<file path="src/hdl/dns_query_name_extractor_macros.svh">
// Assertion macros shared by the DNS name extractor RTL
`ifndef DNS_QUERY_NAME_EXTRACTOR_MACROS_SVH
`define DNS_QUERY_NAME_EXTRACTOR_MACROS_SVH

// Clocked assertion, masked while reset is held
`define DNSQNE_ASSERT(lbl, prop, msg) \
  lbl: assert property (@(posedge clk) disable iff (!rst_n) prop) else $error(msg);

// Clocked assertion that also holds through reset
`define DNSQNE_ASSERT_ALWAYS(lbl, prop, msg) \
  lbl: assert property (@(posedge clk) prop) else $error(msg);

`endif

</file>
<file path="src/hdl/dnsqne_pkg.sv">
// Shared types and constants for the DNS query name extractor
package dnsqne_pkg;

  localparam int HEADER_BYTES = 12;
  localparam int NAME_BUFFER  = 256;

  localparam logic [7:0] DOT_CHAR     = 8'h2E;
  localparam logic [7:0] PTR_MASK     = 8'hC0;
  localparam logic [5:0] MAX_LABEL    = 6'd63;

  typedef enum logic [1:0] {
    KIND_CHAR = 2'd0,
    KIND_OK   = 2'd1,
    KIND_BAD  = 2'd2
  } kind_t;

  // One result word from the parser
  typedef struct packed {
    logic       valid;
    kind_t      kind;
    logic [7:0] name_char;
    logic [7:0] name_length;
  } res_t;

endpackage

</file>
<file path="src/hdl/dnsqne_ifs.sv">
// Valid/ready channel interfaces for packet bytes and name results
interface dnsqne_in_if;
  logic       valid;
  logic       ready;
  logic [7:0] data_byte;
  logic       packet_last;

  modport source (output valid, output data_byte, output packet_last, input ready);
  modport sink   (input valid, input data_byte, input packet_last, output ready);
endinterface

interface dnsqne_out_if;
  logic               valid;
  logic               ready;
  dnsqne_pkg::kind_t  result_kind;
  logic [7:0]         name_char;
  logic [7:0]         name_length;

  modport source (output valid, output result_kind, output name_char, output name_length,
                  input ready);
  modport sink   (input valid, input result_kind, input name_char, input name_length,
                  output ready);
endinterface

</file>
<file path="src/hdl/dns_query_name_extractor.sv">
// Top level: DNS query name extractor with input and result registers
//
//   channel | dir | words
//   in_chan | in  | data_byte[7:0], packet_last
//   out_chan| out | result_kind[1:0], name_char[7:0], name_length[7:0]
//
// One packet byte per cycle sustained while the output is not stalled; a byte taken
// into the input register has its result registered in the output register once the output is free.
// The input register keeps taking a byte while a result waits on a stalled
// output, so one byte is absorbed before in_chan.ready drops.
// Bytes that give no result pass through without occupying the output.
// Synchronous active-low reset returns the parser to the header phase.
`include "dns_query_name_extractor_macros.svh"

module dns_query_name_extractor (
  input  logic                clk,
  input  logic                rst_n,
  dnsqne_in_if.sink           in_chan,
  dnsqne_out_if.source        out_chan
);

  logic              in_valid_r;
  logic [7:0]        in_byte_r;
  logic              in_last_r;
  logic              out_valid_r;
  dnsqne_pkg::kind_t out_kind_r;
  logic [7:0]        out_char_r;
  logic [7:0]        out_len_r;

  logic              adv;
  logic              in_ready;
  dnsqne_pkg::res_t  res;

  assign adv      = in_valid_r && (!out_valid_r || out_chan.ready);
  assign in_ready = !in_valid_r || adv;

  dnsqne_parser u_parser (
    .clk         (clk),
    .rst_n       (rst_n),
    .step        (adv),
    .data_byte   (in_byte_r),
    .packet_last (in_last_r),
    .res         (res)
  );

  always_ff @(posedge clk) begin
    if (!rst_n) begin
      in_valid_r <= 1'b0;
    end else if (in_ready) begin
      in_valid_r <= in_chan.valid;
    end
  end

  always_ff @(posedge clk) begin
    if (in_ready && in_chan.valid) begin
      in_byte_r <= in_chan.data_byte;
      in_last_r <= in_chan.packet_last;
    end
  end

  always_ff @(posedge clk) begin
    if (!rst_n) begin
      out_valid_r <= 1'b0;
    end else if (adv) begin
      out_valid_r <= res.valid;
    end else if (out_chan.ready) begin
      out_valid_r <= 1'b0;
    end
  end

  always_ff @(posedge clk) begin
    if (adv && res.valid) begin
      out_kind_r <= res.kind;
      out_char_r <= res.name_char;
      out_len_r  <= res.name_length;
    end
  end

  assign in_chan.ready        = in_ready;
  assign out_chan.valid       = out_valid_r;
  assign out_chan.result_kind = out_kind_r;
  assign out_chan.name_char   = out_char_r;
  assign out_chan.name_length = out_len_r;

  `DNSQNE_ASSERT(a_stall_blocks, (in_valid_r && out_valid_r && !out_chan.ready) |-> !in_ready, "input taken while both stages full")
  `DNSQNE_ASSERT(a_drain, (in_valid_r && !out_valid_r && !in_chan.valid) |=> !in_valid_r, "held byte not consumed with output free")
  `DNSQNE_ASSERT(a_char_nolen, (out_valid_r && out_kind_r == dnsqne_pkg::KIND_CHAR) |-> (out_len_r == 8'd0), "character word carries a length")
  `DNSQNE_ASSERT(a_status_nochar, (out_valid_r && out_kind_r != dnsqne_pkg::KIND_CHAR) |-> (out_char_r == 8'd0), "status word carries a character")

endmodule

</file>
<file path="src/hdl/dnsqne_parser.sv">
// Label parser: header skip, length/label decode and status generation
`include "dns_query_name_extractor_macros.svh"

module dnsqne_parser (
  input  logic              clk,
  input  logic              rst_n,
  input  logic              step,
  input  logic [7:0]        data_byte,
  input  logic              packet_last,
  output dnsqne_pkg::res_t  res
);

  typedef enum logic [1:0] {
    PH_HEADER = 2'd0,
    PH_LENGTH = 2'd1,
    PH_LABEL  = 2'd2,
    PH_DONE   = 2'd3
  } phase_t;

  phase_t      phase_r, phase_nxt;
  logic [3:0]  hdr_cnt_r, hdr_cnt_nxt;
  logic [5:0]  lbl_rem_r, lbl_rem_nxt;
  logic [7:0]  chars_r, chars_nxt;

  logic [4:0]  hdr_inc;
  logic [9:0]  base;
  logic [9:0]  sum;
  logic [5:0]  rem_dec;
  logic        status;
  logic        bad;
  logic        have_chr;
  logic [7:0]  chr;
  logic        go_reset;

  always_comb begin
    hdr_inc  = {1'b0, hdr_cnt_r} + 5'd1;
    base     = {2'b00, chars_r} + {9'd0, (chars_r != 8'd0)};
    sum      = base + {2'b00, data_byte};
    rem_dec  = lbl_rem_r - 6'd1;

    phase_nxt   = phase_r;
    hdr_cnt_nxt = hdr_cnt_r;
    lbl_rem_nxt = lbl_rem_r;
    chars_nxt   = chars_r;
    status      = 1'b0;
    bad         = 1'b0;
    have_chr    = 1'b0;
    chr         = 8'd0;
    go_reset    = 1'b0;
    res         = '0;

    unique case (phase_r)
      PH_HEADER: begin
        if (hdr_inc >= 5'(dnsqne_pkg::HEADER_BYTES)) begin
          hdr_cnt_nxt = 4'd0;
          phase_nxt   = PH_LENGTH;
        end else begin
          hdr_cnt_nxt = hdr_inc[3:0];
        end
      end
      PH_LENGTH: begin
        if (data_byte == 8'd0) begin
          status = 1'b1;
          bad    = (chars_r == 8'd0) ||
                   ({2'b00, chars_r} >= 10'(dnsqne_pkg::NAME_BUFFER));
        end else if ((data_byte & dnsqne_pkg::PTR_MASK) != 8'd0 ||
                     data_byte > {2'b00, dnsqne_pkg::MAX_LABEL}) begin
          // compression pointer or oversized label
          status = 1'b1;
          bad    = 1'b1;
        end else if (sum >= 10'(dnsqne_pkg::NAME_BUFFER)) begin
          status = 1'b1;
          bad    = 1'b1;
        end else begin
          if (chars_r != 8'd0) begin
            have_chr = 1'b1;
            chr      = dnsqne_pkg::DOT_CHAR;
          end
          chars_nxt   = sum[7:0];
          lbl_rem_nxt = data_byte[5:0];
          phase_nxt   = PH_LABEL;
        end
      end
      PH_LABEL: begin
        have_chr    = 1'b1;
        chr         = data_byte;
        lbl_rem_nxt = rem_dec;
        if (rem_dec == 6'd0) phase_nxt = PH_LENGTH;
      end
      PH_DONE: begin
        go_reset = packet_last;
      end
      default: ;
    endcase

    if (phase_r != PH_DONE) begin
      // packet ended before the name finished
      if (!status && packet_last) begin
        status = 1'b1;
        bad    = 1'b1;
      end
      if (status) begin
        res.valid       = 1'b1;
        res.kind        = bad ? dnsqne_pkg::KIND_BAD : dnsqne_pkg::KIND_OK;
        res.name_length = bad ? 8'd0 : chars_r;
        if (packet_last) go_reset = 1'b1;
        else             phase_nxt = PH_DONE;
      end else if (have_chr) begin
        res.valid     = 1'b1;
        res.kind      = dnsqne_pkg::KIND_CHAR;
        res.name_char = chr;
      end
    end

    if (go_reset) begin
      phase_nxt   = PH_HEADER;
      hdr_cnt_nxt = 4'd0;
      lbl_rem_nxt = 6'd0;
      chars_nxt   = 8'd0;
    end
  end

  always_ff @(posedge clk) begin
    if (!rst_n) begin
      phase_r   <= PH_HEADER;
      hdr_cnt_r <= 4'd0;
      lbl_rem_r <= 6'd0;
      chars_r   <= 8'd0;
    end else if (step) begin
      phase_r   <= phase_nxt;
      hdr_cnt_r <= hdr_cnt_nxt;
      lbl_rem_r <= lbl_rem_nxt;
      chars_r   <= chars_nxt;
    end
  end

  `DNSQNE_ASSERT(a_label_nonzero, (phase_r == PH_LABEL) |-> (lbl_rem_r != 6'd0), "label phase with no bytes left")
  `DNSQNE_ASSERT(a_hdr_bound, {1'b0, hdr_cnt_r} < 5'(dnsqne_pkg::HEADER_BYTES), "header count out of range")
  `DNSQNE_ASSERT(a_ok_len, (res.valid && res.kind == dnsqne_pkg::KIND_OK) |-> (res.name_length != 8'd0), "ok status with empty name")

endmodule

</file>
<file path="src/flat_wrapper.sv">
// flat-port wrapper written by rule: the top's interface ports become plain ports
module dns_query_name_extractor_flat 
  (clk, rst_n, in_chan_valid, in_chan_data_byte, in_chan_packet_last, in_chan_ready, out_chan_valid, out_chan_result_kind, out_chan_name_char, out_chan_name_length, out_chan_ready);
  dnsqne_in_if in_chan_i ();
  dnsqne_out_if out_chan_i ();
  input  logic clk;
  input  logic rst_n;
  input wire logic [$bits(in_chan_i.valid)-1:0] in_chan_valid;
  input wire logic [$bits(in_chan_i.data_byte)-1:0] in_chan_data_byte;
  input wire logic [$bits(in_chan_i.packet_last)-1:0] in_chan_packet_last;
  output wire logic [$bits(in_chan_i.ready)-1:0] in_chan_ready;
  output wire logic [$bits(out_chan_i.valid)-1:0] out_chan_valid;
  output wire logic [$bits(out_chan_i.result_kind)-1:0] out_chan_result_kind;
  output wire logic [$bits(out_chan_i.name_char)-1:0] out_chan_name_char;
  output wire logic [$bits(out_chan_i.name_length)-1:0] out_chan_name_length;
  input wire logic [$bits(out_chan_i.ready)-1:0] out_chan_ready;
  assign in_chan_i.valid = in_chan_valid;
  assign in_chan_i.data_byte = in_chan_data_byte;
  assign in_chan_i.packet_last = in_chan_packet_last;
  assign in_chan_ready = in_chan_i.ready;
  assign out_chan_valid = out_chan_i.valid;
  assign out_chan_result_kind = out_chan_i.result_kind;
  assign out_chan_name_char = out_chan_i.name_char;
  assign out_chan_name_length = out_chan_i.name_length;
  assign out_chan_i.ready = out_chan_ready;
  dns_query_name_extractor u_core (.clk(clk), .rst_n(rst_n), .in_chan(in_chan_i), .out_chan(out_chan_i));
endmodule
</file>
<file path="config.mk">
export PLATFORM = sky130hd
export DESIGN_NAME = dns_query_name_extractor_flat
export DESIGN_NICKNAME = d
export VERILOG_FILES = /design/src/hdl/dnsqne_pkg.sv /design/src/hdl/dnsqne_ifs.sv /design/src/hdl/dns_query_name_extractor.sv /design/src/hdl/dnsqne_parser.sv /design/src/flat_wrapper.sv
export VERILOG_INCLUDE_DIRS = /design/src /design/src/hdl
export SDC_FILE = /design/constraint.sdc
export NUM_CORES = 1
export LEC_CHECK = 0
export ABC_AREA = 0
export BUFFER_PORTS_ARGS = -buffer_cell sky130_fd_sc_hd__buf_2
export CORE_UTILIZATION = 45
export DETAILED_ROUTE_END_ITERATION = 8
export GPL_TIMING_DRIVEN = 0
export HOLD_SLACK_MARGIN = 0.08
export PLACE_DENSITY = 0.76
export SETUP_SLACK_MARGIN = 0.4
export SLEW_MARGIN = 0
export SYNTH_ARGS = -nofsm -noshare
export SYNTH_HDL_FRONTEND = slang
export SYNTH_SLANG_ARGS = --single-unit
</file>
<file path="constraint.sdc">
create_clock -name clk -period 3.95 [get_ports clk]
set_input_delay 0.1975 -clock clk [delete_from_list [all_inputs] [get_ports clk]]
set_output_delay 0.1975 -clock clk [all_outputs]
set_load 0.03 [all_outputs]
</file>
# Yosys cells after proc, flatten, opt, wreduce, memory -nomap -nowiden
# Index checks and enable logic that the tools add are counted.
# totals
register_bits,49
in_bits,13
output_inout_bits,20
word_cells,112
# op_classes
addsub,4
order_cmp,3
n_eq_ne,10
n_mux,56
bitwise_logic,3
n_reduce_logical,25
# op_table
operator,n
two-way mux 8 bit,8
two-way mux 6 bit,8
two-way mux 1 bit,20
two-way mux 2 bit,10
two-way mux 19 bit,1
zero test 8 bit,2
one-hot mux 8 bit (2 select lines),1
nonzero test 8 bit,2
two-way mux 4 bit,3
one-hot mux 6 bit (2 select lines),1
two-way mux 11 bit,1
adder 9 x 8 -> 10 bit,1
greater-or-equal comparator 10 x 9 -> 1 bit (second input constant),1
AND reduction 5 bit,2
adder 8 x 1 -> 9 bit,1
inequality test 3 bit (second input constant),3
greater-than comparator 8 x 6 -> 1 bit (second input constant),1
inequality test 2 bit (second input constant),4
zero test 6 bit,1
one-hot mux 2 bit (3 select lines),1
nonzero test 2 bit,3
OR reduction 3 bit,2
subtractor 6 x 1 -> 6 bit (second input constant),1
adder 4 x 1 -> 5 bit (second input constant),1
12 further kinds,22

# Logic depth before layout (Yosys ltp)
# depth
ltp_word,16
depth_mapped,11
mapped_depth_nobuf,10

# Cells and area by module
# Synthesis repeated with hierarchy kept, for this count alone.
# unflattened
hier_cells,260
hier_area_um2,2713.9
# by_module_without_submodules
module,instances,cells_per_inst,area_each_um2,seq_area_each_um2
dnsqne_parser,1,220,1790.5,400.4
dns_query_name_extractor,1,40,923.4,850.8

# Least setup slack after synthesis
# OpenSTA, ideal clock, no wires.
# synth_timing
kind,register to register
from,reg u_core.u_parser.chars_r[0]
to,reg u_core.out_char_r[0] (netlist: u_core.out_chan.name_char[0]) (enable)
setup_time_ns,0.376
t_arrival_ns,2.692
required_time_ns,3.574
path_slack_ns,0.882
path_stages_with_launch,10
n_path_buf,0
period_less_slack_ns,3.068
cell_sequence,dfxtp_1 nor4_1 nand2_1 fa_1 fa_1 a21oi_1 nor3_1 o211a_2 o31ai_1 a21boi_1
# synth_via
elab_chain_cells,15
word_cells_on_any_way,21
classes_between,add/sub: 2; order compare: 1; mux: 14; reduce/logical: 4
# synth_rtl
item,line_no,source
start: declaration,dnsqne_parser.sv:23,"logic [7:0] chars_r, chars_nxt;"
start signal: assignment,dnsqne_parser.sv:133,chars_r <= chars_nxt;
nonzero test 8 bit,"dnsqne_parser.sv:37, dnsqne_parser.sv:75",
adder 8 x 1 -> 9 bit,dnsqne_parser.sv:37,"base = {2'b00, chars_r} + {9'd0, (chars_r != 8'd0)};"
adder 9 x 8 -> 10 bit,dnsqne_parser.sv:38,"sum = base + {2'b00, data_byte};"
greater-or-equal comparator 10 x 9 -> 1 bit,dnsqne_parser.sv:71,end else if (sum >= 10'(dnsqne_pkg::NAME_BUFFER)) begin
two-way mux 1 bit,dnsqne_parser.sv:71,
two-way mux 1 bit,dnsqne_parser.sv:66,end else if ((data_byte & dnsqne_pkg::PTR_MASK) != 8'd0 ||
two-way mux 1 bit,dnsqne_parser.sv:62,if (data_byte == 8'd0) begin
two-way mux 1 bit,dnsqne_parser.sv:52,unique case (phase_r)
zero test 1 bit,dnsqne_parser.sv:98,if (!status && packet_last) begin
logical AND 1 bit,dnsqne_parser.sv:98,
two-way mux 1 bit,dnsqne_parser.sv:98,
two-way mux 1 bit,dnsqne_parser.sv:96,if (phase_r != PH_DONE) begin
two-way mux 3 bit (*),dnsqne_parser.sv:102,if (status) begin
two-way mux 19 bit (*),dnsqne_parser.sv:96,
logical AND 1 bit (*),dns_query_name_extractor.sv:72,if (adv && res.valid) begin
end signal: assignment,dns_query_name_extractor.sv:74,out_char_r <= res.name_char;
end: declaration,dns_query_name_extractor.sv:27,logic [7:0] out_char_r;
# Mark *: on every way between the ends. The rest lies on a longest branch, timed or not. The select of a mux whose other input is x is not followed.
# A chain may end at the register's enable or synchronous reset.

# Worst setup path in the final report
# layout_timing
from,reg u_core.u_parser.chars_r[3]
to,reg u_core.out_len_r[7] (netlist: u_core.out_chan.name_length[7]) (enable)
# layout_via
elab_chain_cells,15
word_cells_on_any_way,21
classes_between,add/sub: 2; order compare: 1; mux: 14; reduce/logical: 4
# layout_rtl
item,line_no,source
nonzero test 8 bit,"dnsqne_parser.sv:37, dnsqne_parser.sv:75",
adder 8 x 1 -> 9 bit,dnsqne_parser.sv:37,
adder 9 x 8 -> 10 bit,dnsqne_parser.sv:38,
greater-or-equal comparator 10 x 9 -> 1 bit,dnsqne_parser.sv:71,
two-way mux 1 bit,dnsqne_parser.sv:71,
two-way mux 1 bit,dnsqne_parser.sv:66,
two-way mux 1 bit,dnsqne_parser.sv:62,
two-way mux 1 bit,dnsqne_parser.sv:52,
zero test 1 bit,dnsqne_parser.sv:98,
logical AND 1 bit,dnsqne_parser.sv:98,
two-way mux 1 bit,dnsqne_parser.sv:98,
two-way mux 1 bit,dnsqne_parser.sv:96,
two-way mux 3 bit (*),dnsqne_parser.sv:102,
two-way mux 19 bit (*),dnsqne_parser.sv:96,
logical AND 1 bit (*),dns_query_name_extractor.sv:72,
end signal: assignment,dns_query_name_extractor.sv:75,out_len_r <= res.name_length;
end: declaration,dns_query_name_extractor.sv:28,logic [7:0] out_len_r;
# Marked as above.

==> metrics.cfg <==
[power]
power_density_nw_per_um2=311.4
p_clk_share_pct=32.3
p_comb_share_pct=8.3
leakage_uw=0.001180
ir_drop_v=0.0002350
p_sw_uw=220.9
swShare_pct=23.46
sequentialPowerShare_pct=59.5
intPower_uw=720.5

[placement]
placed_area_sq_um=2826
place_congestion=0.9165
dpl.hpwl_um=3790
port-buffer-count=32
dpl.cell_count=359

[synth]
syn_nets=285
postSynthCellCount=255
synth_area_sq_um=2572
yosysTopAreaCellShare_pct=31.52
synth_top_flop_cell=edfxtp_1
synth.area.top_cells=edfxtp_1 (32%), dfxtp_1 (17%), ha_1 (7.3%), and2_1 (4.1%), nand2_1 (3.5%)
synth_edf_count=27
synth_top_cell_by_area=edfxtp_1
async_flop_share_pct=0
synth_cell_types=51
ys_ff_latch=49
avgSynthCellArea_sq_um=10.09
synth_seq_area_share_pct=48.64
synth_warnings=0

[final_layout]
final-instance-count-excl-fill=376
fin_nets=333
final_area_sq_um=3023
multi_input_area_sq_um=1271
drive_gt1_share_pct=17.43
seq_area_sq_um=1251
diodes=0
fillers=467
area_delta_synth_final_pct=17.51

[clock_tree]
cts_tree=built
clock-sinks=49
cts-htree-levels=2
clockBufferDepth=2
clock_latency_ns=0.31
cts_setup_buffers=0
cts_root_buf=clkbuf_8
cts.clk_slew.worst_paths_ns=0.08
cts_buffers=5

[grt]
grt_max_degree=19
grt-ovfl-total=0
grt_pass1_vias=1952
grt_usage_pct=19.41
antenna_found_initial=0
grt_pass1_wl_um=8949

[timing]
tightest_slew_ns=0.5766
rsz0062_at_grt=no
worst_slew_margin_rel_pct=61.46
fin_crit_sh_pct=81.30
fmax_mhz=311.4
setup_violations=0
final_max_slew_viol_count=0
fin_crit_ns=3.211
skew_ns=0.01299
fin_setup_tns_ns=0
hold_viol_final=0

[route]
post-route-drc-count=0
dr.first_iter.drc_count=105
drt-met1-wl_um=2379
wl_met3_um=391
dr.pass1.iters=4
antenna_left=0
routed-wl-met2_um=2483
viasPerCell=5.535
routedWlPerCell_um=14.23
top_layer=met4
vias=2081
routed_wl_um=5350

[worst_setup_path]
crit_type=register to register
arrival_ns=3.22
critPathMaxFanout=18
start_kind=register
required_ns=3.96
worst_setup_path_end_kind=register

[die]
std_cell_rows=27
dieHeight_um=77.61
die_area_sq_um=6023
initial_core_util_pct=46.72
die_x_um=77.61
io_pins=33
core_sq_um=5507

[min_path]
hold_path.class=primary input to register

[job]
cap_viol_max_count=0

[outcome]
outcome=finished, final reports clean

## Yosys cell counts, types with 3 or more instances
cell type  instances
edfxtp_1          27
nand2_1           24
dfxtp_1           22
nor2_1            21
a21oi_1           17
and2_1            17
ha_1              15
inv_1              9
a22o_1             8
nand3_1            7
clkbuf_1           5
nor3_1             5
nor4_1             5
o21ai_0            5
o21ai_1            5
xnor2_1            5
nor2b_1            4
xor2_1             4
nand2b_1           3
nand4_1            3
o31ai_1            3
or3_1              3
## routing by layer
metal	GRT usage, %	vias up
met1	24.78	966
met4	8.302	0
li1	-	1026
met2	31.33	80
met5	0	-
met3	4.588	9
## per-stage QoR
stage | setup slack (ns) | hold WS [ns] | util, % | power (uW)
2_1_floorplan | 0.8824 | 0.2964 | - | 615.9
5_1_grt | 0.4667 | 0.1440 | 54.90 | 983.0
6_report | 0.7387 | 0.1307 | 54.90 | 941.4
3_5_place_dp | 0.6131 | 0.3756 | 51.33 | 640.1
3_3_place_gp | 0.4175 | 0.3737 | 51.26 | 637.8
4_1_cts | 0.5699 | 0.1261 | 54.67 | 947.2
## cell families after synthesis
logic type                 share of synthesized area [%]
AOI/OAI and AO/OA                                  16.34
xor gates and xnor gates                           3.064
adders and majority gates                          8.852
buffers and inverters                              2.578
DFF                                                48.64
muxes                                             0.3891
and+or+nand+nor                                    20.14
## timing repair
| item | 4_1_cts | 5_1_grt |
|---|---|---|
| endpoints found under the setup margin | 0 | 18 |
| gates resized for setup | 0 | 2 |
| hold endpoints to repair | 9 | 0 |
| hold buffers | 9 | 0 |
## registers in the layout, indices dropped and copies added (netlist names)
name and flops:
u_core.in_valid_r 1, u_core.out_chan.valid 1, u_core.out_chan.result_kind 2, u_core.u_parser.hdr_cnt_r 4, u_core.u_parser.phase_r 2, u_core.in_byte_r 8
u_core.u_parser.chars_r 8, u_core.out_chan.name_length 8, u_core.out_chan.name_char 8, u_core.in_last_r 1, u_core.u_parser.lbl_rem_r 6
## cell type report
cell class	count	share of cell area [%]
Multi-Input combinational cell	189	42.05
Sequential cell	49	41.39
Timing Repair Buffer	41	8.278
Tap cell	72	2.980
Clock buffer	7	2.856
Inverter	10	1.242
Buffer	7	0.9520
Clock inverter	1	0.2483
## power by group through the flow
stage	Combinational [uW]	Sequential (uW)	Clock, uW
final	77.8	560	304
after global routing	85.5	561	336
after CTS	75.9	560	312
after detailed placement	68.7	571	0
after global placement	66.5	571	0
after floorplan	38.6	577	0
## cells in the final DEF, fill, tap and decap left out, drive strengths merged, types with 7 or more instances in the layout
| cell | synthesis | final |
|---|---|---|
| inv | 10 | 10 |
| o21ai | 12 | 12 |
| ha | 15 | 15 |
| nand2 | 24 | 24 |
| and2 | 17 | 17 |
| a22o | 8 | 8 |
| buf | 2 | 34 |
| nand3 | 7 | 7 |
| clkbuf | 5 | 12 |
| dlygate4sd3 | 0 | 9 |
| nor2 | 23 | 23 |
| a21oi | 18 | 18 |
| dfxtp | 22 | 22 |
| edfxtp | 27 | 27 |
## critical path, cell delays in order (launching register included)
cell and delay, ns:
dfxtp_1 0.36, nor4_1 0.28, nand2_1 0.16, fa_1 0.43, fa_1 0.41, a21oi_1 0.21, nor3_1 0.11, o211a_2 0.32
o31ai_2 0.40, a21boi_4 0.23
## worst paths after layout
kind	startpoint	end	slack, ns	depth (start not counted)
worst max-delay path	u_core.u_parser.chars_r[3]	u_core.out_chan.name_length[7]	0.74	9
worst min-delay path	in_chan_valid	u_core.in_valid_r	0.13	3
worst max register to register	u_core.u_parser.chars_r[3]	u_core.out_chan.name_length[7]	0.74	9
worst min register to register	u_core.u_parser.hdr_cnt_r[3]	u_core.u_parser.hdr_cnt_r[3]	0.51	2
Note: power is estimated with default switching activity, not from simulation.
